==> config.mk <==
export PLATFORM = sky130hd
export DESIGN_NAME = positional_list_store_unit
export DESIGN_NICKNAME = d
export VERILOG_FILES = /design/src/design/plst_pkg.sv /design/src/design/plst_ram.sv /design/src/design/positional_list_store_unit.sv
export SDC_FILE = /design/constraint.sdc
export NUM_CORES = 1
export LEC_CHECK = 0
export BUFFER_PORTS_ARGS = -buffer_cell sky130_fd_sc_hd__clkbuf_2
export CELL_PAD_IN_SITES_DETAIL_PLACEMENT = 1
export CELL_PAD_IN_SITES_GLOBAL_PLACEMENT = 1
export CORE_MARGIN = 2
export CORE_UTILIZATION = 25
export CTS_CLUSTER_DIAMETER = 100
export DETAILED_ROUTE_END_ITERATION = 8
export PLACE_DENSITY_LB_ADDON = 0.1
export SETUP_SLACK_MARGIN = 0.2
export SYNTH_ARGS = -nofsm -noshare
export SYNTH_HDL_FRONTEND = slang
export SYNTH_SLANG_ARGS = --single-unit
==> constraint.sdc <==
create_clock -name clk -period 5.4 [get_ports clk]
set_input_delay 0.54 -clock clk [delete_from_list [all_inputs] [get_ports clk]]
set_output_delay 0.54 -clock clk [all_outputs]
set_load 0.05 [all_outputs]
==> src/design/plst_pkg.sv <==
// ----------------------------------------------------------------------------
// plst_pkg
// Shared types and constants for the positional list store.
// ----------------------------------------------------------------------------
package plst_pkg;

  localparam int CAPACITY_DEF = 16;
  localparam int VALUE_W      = 32;
  localparam int POS_W        = 8;
  localparam int LEN_W        = 5;

  typedef enum logic [1:0] {
    FUNC_INSERT = 2'd0,
    FUNC_DELETE = 2'd1,
    FUNC_QUERY  = 2'd2,
    FUNC_CLEAR  = 2'd3
  } func_t;

  typedef enum logic [1:0] {
    ST_OK    = 2'd0,
    ST_FULL  = 2'd1,
    ST_EMPTY = 2'd2,
    ST_NOPOS = 2'd3
  } status_t;

  typedef enum logic [1:0] {
    S_IDLE,
    S_SHIFT,
    S_FINISH
  } state_t;

endpackage

==> src/design/plst_ram.sv <==
// ----------------------------------------------------------------------------
// plst_ram
// Generic single write port, single read port RAM with registered read data.
// ----------------------------------------------------------------------------
module plst_ram #(
  parameter int WIDTH = plst_pkg::VALUE_W,
  parameter int DEPTH = plst_pkg::CAPACITY_DEF
) (
  input  logic                     clk,
  input  logic                     we,
  input  logic [$clog2(DEPTH)-1:0] waddr,
  input  logic [WIDTH-1:0]         wdata,
  input  logic [$clog2(DEPTH)-1:0] raddr,
  output logic [WIDTH-1:0]         rdata
);

  logic [WIDTH-1:0] mem [DEPTH];

  always_ff @(posedge clk) begin
    if (we) begin
      mem[waddr] <= wdata;
    end
    rdata <= mem[raddr];
  end

endmodule

==> src/design/positional_list_store_unit.sv <==
// ----------------------------------------------------------------------------
// positional_list_store_unit
// Bounded ordered list of signed values with insert, delete, length query and
// clear by 1-based position.
// ----------------------------------------------------------------------------
// A request is taken at a clock edge where start is high and busy is low.
// Exactly one result (status, length) follows, shown for a single cycle with
// done high. The receiver cannot stall and must take it then. Length query,
// clear and every rejected request (full, empty, no such position) raise done
// in the cycle right after the request is taken, and busy stays low. An
// accepted insert or delete moves the entries behind the position one slot at
// a time through the list RAM, one entry per cycle behind a registered read.
// Its done is registered in S_FINISH, which follows S_SHIFT once the last of
// the entries moved (at most CAPACITY - 1) is written. When nothing moves,
// the request still passes through S_SHIFT and S_FINISH. busy stays high from
// the accepting edge until the cycle that shows done.
module positional_list_store_unit #(
  parameter int CAPACITY = plst_pkg::CAPACITY_DEF
) (
  input  logic                                   clk,
  input  logic                                   rst,
  input  logic                                   start,
  output logic                                   busy,
  input  logic [1:0]                             func,
  input  logic signed [plst_pkg::VALUE_W-1:0]    value,
  input  logic [plst_pkg::POS_W-1:0]             position,
  output logic                                   done,
  output logic [1:0]                             status,
  output logic [plst_pkg::LEN_W-1:0]             length
);

  localparam int AW = $clog2(CAPACITY);
  localparam int CW = $clog2(CAPACITY + 1);
  localparam int XW = ((CW > plst_pkg::POS_W) ? CW : plst_pkg::POS_W) + 1;

  plst_pkg::state_t state, state_next;

  logic [CW-1:0]                  count, count_next;
  logic                           is_ins, is_ins_next;
  logic [AW-1:0]                  rd_addr, rd_addr_next;
  logic [CW-1:0]                  left, left_next;
  logic                           pend, pend_next;
  logic [AW-1:0]                  pend_addr, pend_addr_next;
  logic [AW-1:0]                  idx, idx_next;
  logic [plst_pkg::VALUE_W-1:0]   val, val_next;
  logic                           done_next;
  logic [1:0]                     status_next;
  logic [plst_pkg::LEN_W-1:0]     length_next;

  logic                           ram_we;
  logic [AW-1:0]                  ram_waddr;
  logic [plst_pkg::VALUE_W-1:0]   ram_wdata;
  logic [plst_pkg::VALUE_W-1:0]   ram_rdata;

  logic [XW-1:0] pos_x, cnt_x, ins_idx_x, ins_n_x, del_n_x;
  logic          accept, ins_ok, del_ok;

  assign busy   = (state != plst_pkg::S_IDLE);
  assign accept = start && !busy;

  assign pos_x = XW'(position);
  assign cnt_x = XW'(count);

  always_comb begin
    ins_idx_x = (position == '0) ? '0 : pos_x - XW'(1);
    if (ins_idx_x > cnt_x) begin
      ins_idx_x = cnt_x;
    end
  end

  assign ins_n_x = cnt_x - ins_idx_x;
  assign del_n_x = cnt_x - pos_x;
  assign ins_ok  = (cnt_x < XW'(CAPACITY));
  assign del_ok  = (count != '0) && (position != '0) && (pos_x <= cnt_x);

  // next state
  always_comb begin
    state_next = state;
    unique case (state)
      plst_pkg::S_IDLE: begin
        if (accept) begin
          if ((plst_pkg::func_t'(func) == plst_pkg::FUNC_INSERT && ins_ok) ||
              (plst_pkg::func_t'(func) == plst_pkg::FUNC_DELETE && del_ok)) begin
            state_next = plst_pkg::S_SHIFT;
          end
        end
      end
      plst_pkg::S_SHIFT: begin
        if (left == '0 && !pend) begin
          state_next = plst_pkg::S_FINISH;
        end
      end
      plst_pkg::S_FINISH: state_next = plst_pkg::S_IDLE;
      default:            state_next = plst_pkg::S_IDLE;
    endcase
  end

  // datapath and outputs
  always_comb begin
    count_next     = count;
    is_ins_next    = is_ins;
    rd_addr_next   = rd_addr;
    left_next      = left;
    pend_next      = 1'b0;
    pend_addr_next = pend_addr;
    idx_next       = idx;
    val_next       = val;
    done_next      = 1'b0;
    status_next    = status;
    length_next    = length;
    ram_we         = 1'b0;
    ram_waddr      = pend_addr;
    ram_wdata      = ram_rdata;
    unique case (state)
      plst_pkg::S_IDLE: begin
        if (accept) begin
          status_next = plst_pkg::ST_OK;
          length_next = plst_pkg::LEN_W'(count);
          val_next    = value;
          unique case (plst_pkg::func_t'(func))
            plst_pkg::FUNC_INSERT: begin
              if (ins_ok) begin
                is_ins_next  = 1'b1;
                idx_next     = AW'(ins_idx_x);
                left_next    = CW'(ins_n_x);
                rd_addr_next = AW'(cnt_x - XW'(1));
              end else begin
                done_next   = 1'b1;
                status_next = plst_pkg::ST_FULL;
              end
            end
            plst_pkg::FUNC_DELETE: begin
              if (del_ok) begin
                is_ins_next  = 1'b0;
                left_next    = CW'(del_n_x);
                rd_addr_next = AW'(pos_x);
              end else begin
                done_next   = 1'b1;
                status_next = (count == '0) ? plst_pkg::ST_EMPTY : plst_pkg::ST_NOPOS;
              end
            end
            plst_pkg::FUNC_QUERY: begin
              done_next = 1'b1;
            end
            plst_pkg::FUNC_CLEAR: begin
              done_next   = 1'b1;
              count_next  = '0;
              length_next = '0;
            end
            default: done_next = 1'b1;
          endcase
        end
      end
      plst_pkg::S_SHIFT: begin
        // read data from last cycle lands one slot over
        ram_we = pend;
        if (left != '0) begin
          pend_next      = 1'b1;
          pend_addr_next = is_ins ? rd_addr + AW'(1) : rd_addr - AW'(1);
          rd_addr_next   = is_ins ? rd_addr - AW'(1) : rd_addr + AW'(1);
          left_next      = left - CW'(1);
        end
      end
      plst_pkg::S_FINISH: begin
        ram_we      = is_ins;
        ram_waddr   = idx;
        ram_wdata   = val;
        count_next  = is_ins ? count + CW'(1) : count - CW'(1);
        done_next   = 1'b1;
        status_next = plst_pkg::ST_OK;
        length_next = plst_pkg::LEN_W'(count_next);
      end
      default: ;
    endcase
  end

  always_ff @(posedge clk) begin
    if (rst) begin
      state <= plst_pkg::S_IDLE;
      count <= '0;
      done  <= 1'b0;
      pend  <= 1'b0;
    end else begin
      state <= state_next;
      count <= count_next;
      done  <= done_next;
      pend  <= pend_next;
    end
    is_ins    <= is_ins_next;
    rd_addr   <= rd_addr_next;
    left      <= left_next;
    pend_addr <= pend_addr_next;
    idx       <= idx_next;
    val       <= val_next;
    status    <= status_next;
    length    <= length_next;
  end

  plst_ram #(
    .WIDTH (plst_pkg::VALUE_W),
    .DEPTH (CAPACITY)
  ) u_list_ram (
    .clk   (clk),
    .we    (ram_we),
    .waddr (ram_waddr),
    .wdata (ram_wdata),
    .raddr (rd_addr),
    .rdata (ram_rdata)
  );

endmodule
# Word level (Yosys, flattened, before mapping)
# Cells that the tools add are included.
# totals
output_inout_bits,9
reg_bits,22
wordCells,90
# op_classes
n_eq_ne,14
add_sub_neg,6
n_lt_le_gt_ge,3
bitwise,1
reduce_logical,27
muxes,31
# ops
operator,n
$mux 5,8
$pmux 5 s2,3
$ne 2x2->1 const B,6
$pmux 2 s2,3
$logic_not 5->1,2
$mux 2,5
$reduce_bool 5->1,2
$sub 5x1->5 const B,2
$sub 5x5->5,2
$gt 9x5->1,1
$mux 9,1
$ne 3x3->1 const B,3
$sub 8x1->9 const B,1
$le 8x5->1,1
$logic_not 8->1,1
$mux 1,8
$reduce_bool 2->1,4
$reduce_bool 8->1,1
$eq 2x2->1 const B,3
$logic_and 1x1->1,6
$reduce_and 6->1,1
$add 5x1->5 const B,1
$lt 5x5->1 const B,1
$reduce_and 5->1,1
10 further kinds,15

# Depth between registers and ports, before layout
# depth
depth_word,9
mapped_depth,22

# Least setup slack after synthesis
# OpenSTA, ideal clock, no wires.
# synth_path
kind,input to register
startpoint,in position[3] in the netlist's numbering
endpoint,"reg left[4], data pin"
t_required_ns,5.125
t_arrival_ns,4.269
stages,18
path_slack_ns,0.857
setup_ns,0.275
n_path_buf,0
path_cell_list,or3_4 nor3_1 nor2_1 ha_1 nor2b_1 o21a_1 o311a_1 o31a_1 o211ai_1 o211ai_1 ha_1 fa_1 inv_1 a21o_1 a21oi_1 or4_1 o22ai_1 a311oi_1
# synth_via
elab_chain_len,9
word_cells_on_any_way,12
# synth_lines
item,line_no,source
"start, declared",positional_list_store_unit.sv:26,"input logic [plst_pkg::POS_W-1:0] position,"
$sub 8x1->9 / $logic_not 8->1 (equally long branches),positional_list_store_unit.sv:65,ins_idx_x = (position == '0) ? '0 : pos_x - XW'(1);
$mux 9,positional_list_store_unit.sv:65,
$gt 9x5->1,positional_list_store_unit.sv:66,if (ins_idx_x > cnt_x) begin
$mux 5,positional_list_store_unit.sv:66,
$sub 5x5->5,positional_list_store_unit.sv:71,assign ins_n_x = cnt_x - ins_idx_x;
$mux 5,positional_list_store_unit.sv:122,if (ins_ok) begin
$pmux 5 s2 *,positional_list_store_unit.sv:120,unique case (plst_pkg::func_t'(func))
$mux 5 *,positional_list_store_unit.sv:116,if (accept) begin
$pmux 5 s2 *,positional_list_store_unit.sv:114,unique case (state)
named net left_next[4],positional_list_store_unit.sv:41,"logic [CW-1:0] left, left_next;"
"end signal, assigned",positional_list_store_unit.sv:191,left <= left_next;
"end, declared",positional_list_store_unit.sv:41,
# Mark *: on every way through the listed nets, which the timed path passes. The rest lies on a longest branch. The select of a mux whose other input is x is not followed.
# A chain may end at the register's enable or synchronous reset.

# Worst setup path in the final report
# layout_path
startpoint,in position[2] in the netlist's numbering
endpoint,"reg left[4], data pin"
# Same word-level chain as after synthesis.

==> metrics.cfg <==
[clocking]
cts_setup_buffers = 0
cts_max_path_buffers = 2
hold_buffers = 0
clk_latency_ps = 270
cts-resized-gates = 0
numCtsBuffers = 3
cts.sinks = 22
clkTransAtPathRegs_ps = 80
tritoncts = done
h-tree-depth = 1
root_buffer = clkbuf_8

[timing]
slew_viol_final = 0
max_slew_margin_pct = 44.93
finalWorstPathRequiredPeriod_ps = 4711
fin_tns_setup_ps = 0
setup-violations-final = 0
finClkSkew_ps = 14.47
worstMarginPinSlew_ps = 823.1
final_hold_viol_count = 0
clock.fmax_mhz = 212.2
rsz0062_at_grt = false
finalCritPeriodShare_pct = 87.25

[critical_path]
cp-end-kind = flop
cp.required_ps = 5470
r2r_start = count[1]
path_class = input port to flop
cp_max_fo = 7
arrival_ps = 4780
regToRegSetupSlack_ps = 1290
worstRegToRegCells = 17
timing.rr.end = left[4]
crit_path_start_kind = input port

[yosys]
synth-seq-cells = 22
synth_edf_count = 13
netlist_area_um2 = 1943
synth_fp_nets = 294
yosysUniqueCellTypes = 53
seq_area_frac_synth_pct = 29.36
async_flop_share_pct = 0
synth_ff_type = edfxtp_1
yosys_warnings = 0
syn-instance-count = 227
syn_area_per_cell_um2 = 8.560

[cells_and_area]
seq_area_um2 = 570.5
multi_input_area_um2 = 1270
area_growth_pct = 14.81
layout-drive-gt1-share_pct = 14.17
final_area_um2 = 2231
post-route-util_pct = 29.17
nFillCells = 936
nets = 315
most-common-layout-cells = nor2_1 (21), clkbuf_2 (21), ha_1 (20)
antennaDiodeCount = 0

[grt]
overflow = 0
grt_pass1_wl_um = 9280
grt_max_degree = 14
antenna_found_initial = 0
grt_pass1_vias = 1663
track_usage_pct = 14.04

[drt]
ant_nets = 0
drc = 0
drt_pass1_iterations = 6
routed_via_density = 4.811
vias = 1679
initialDrtViolationCount = 83
routed_wl_um = 5652
wl_per_cell_um = 16.19

[worst_hold_path]
hold_class = flop to flop
min_from = pend
whs_path_depth = 1
min_to = state[1]

[pwr]
power_leakage_nw = 0.8867
power_density_nw_per_um2 = 220.0
total_power_mw = 0.4909
swShare_pct = 30.82
p_comb_share_pct = 27.8
internal_power_mw = 0.3396
seqPwrFrac_pct = 40.4
ir_worst_vdd_v = 0.00008176
p_sw_mw = 0.1513
p_clk_share_pct = 31.9

[floorplanning]
fp.dieH_um = 92.16
num_rows = 32
initial_utilization_pct = 25.41
core_um2 = 7647
fp.dieArea_um2 = 8493
pin_count = 54
die_w_um = 92.16

[place]
gp_congestion = 0.7784
portBuffers = 21
dp_hpwl_um = 4518
placed_cell_area_um2 = 2160

[run_status]
status = finished, final reports clean

[flow_run]
maxCapViolCount = 0

-- flip-flops by register name, summed over array words and instances, names as in the netlist --
signal	count
done	1
state	2
pend	1
length	5
status	2
count	5
is_ins	1
left	5
-- layout make-up --
class,instances,share of cell area (%)
Clock buffer,3,1.851
Clock inverter,1,1.346
Inverter,17,2.860
Multi-Input combinational cell,180,56.93
Sequential cell,22,25.57
Tap cell,102,5.721
Timing Repair Buffer,24,5.721
-- per-layer routing --
layer	part of all wire (%)	routed length, um	vias up	global-route usage [%]
met3	1.6	93	2	1.643
met1	56	3180	781	21.81
met2	41	2337	14	20.59
met4	0.71	40	0	2.985
li1	-	-	882	-
met5	0	0	-	0
-- cells by family (layout without fill, tap and decap cells) --
kind of cell / after synthesis / count (layout) / share of synthesized area (%)
AOI/OAI and AO/OA: 59 / 59 / 20.86
xor gates and xnor gates: 12 / 12 / 5.409
adders and majority gates: 22 / 22 / 14.94
buffers and inverters: 25 / 45 / 5.280
DFF: 22 / 22 / 29.36
muxes: 1 / 1 / 0.5152
and+or+nand+nor: 86 / 86 / 23.63
-- power by group through the flow --
stage | clock network (mW) | logic [mW] | registers [mW]
after floorplan | 0 | 0.0891 | 0.212
after global placement | 0 | 0.137 | 0.202
after detailed placement | 0 | 0.137 | 0.202
after CTS | 0.160 | 0.138 | 0.199
after global routing | 0.169 | 0.154 | 0.200
final | 0.156 | 0.136 | 0.198
-- stage by stage --
step           setup WS [ps]  std cells  hold WS, ps
5_1_grt                407.5        349        462.5
2_1_floorplan          856.6        227        394.9
6_report               688.5        349        430.0
3_5_place_dp           431.2        345        412.7
3_3_place_gp           439.1        345        406.8
4_1_cts                687.8        349        427.5
-- worst max-delay path by stage --
stage                start      end  slack [ps]  cells past startpoint
6_report       position[2]  left[4]         690                     20
3_3_place_gp   position[2]  left[4]         440                     20
2_1_floorplan  position[3]  left[4]         860                     18
3_5_place_dp   position[2]  left[4]         430                     20
5_1_grt        position[3]  left[4]         410                     20
4_1_cts        position[2]  left[4]         690                     20
-- cells in the mapped netlist, drive strengths merged (2+ instances only) --
master  instances  area (um2)
buf             2       15.01
nand2          14       52.55
clkbuf          6       23.77
inv            17       63.81
o311a           2       20.02
and2            2       13.77
nand2b          4       25.02
o31a            4       35.03
o211ai          3       22.52
or3             5       41.29
xnor2           7       61.31
dfxtp           9       180.2
edfxtp         13       390.4
nand4           4       25.02
o21a            3       22.52
nand3           5       25.02
ha             20       250.2
and4            2       17.52
o21ai          12       60.06
nor2           21       78.83
a211oi          2       15.01
and3            3       18.77
xor2            5       43.79
or4             2       15.01
a21o            4       30.03
nor4            2       12.51
a22o            2       17.52
a221oi          2       17.52
nor3           11       55.05
fa              2       40.04
nor2b           5       31.28
o22ai           2       12.51
a311oi          2       17.52
a21oi          13       65.06
-- critical path: stages --
cell and delay [ps]:
clkbuf_2 160, or3_4 410, nor3_1 180, buf_4 170, nor2_1 70, ha_1 280, nor2b_1 130, o21a_1 180
o311a_1 330, o31a_1 330, or4_1 480, o211ai_1 160, ha_1 240, fa_1 210, inv_1 50, a21o_1 140
a21oi_1 190, xnor2_1 160, nor3_1 80, a311oi_1 280
No activity file was read; power rests on OpenSTA's default activity.
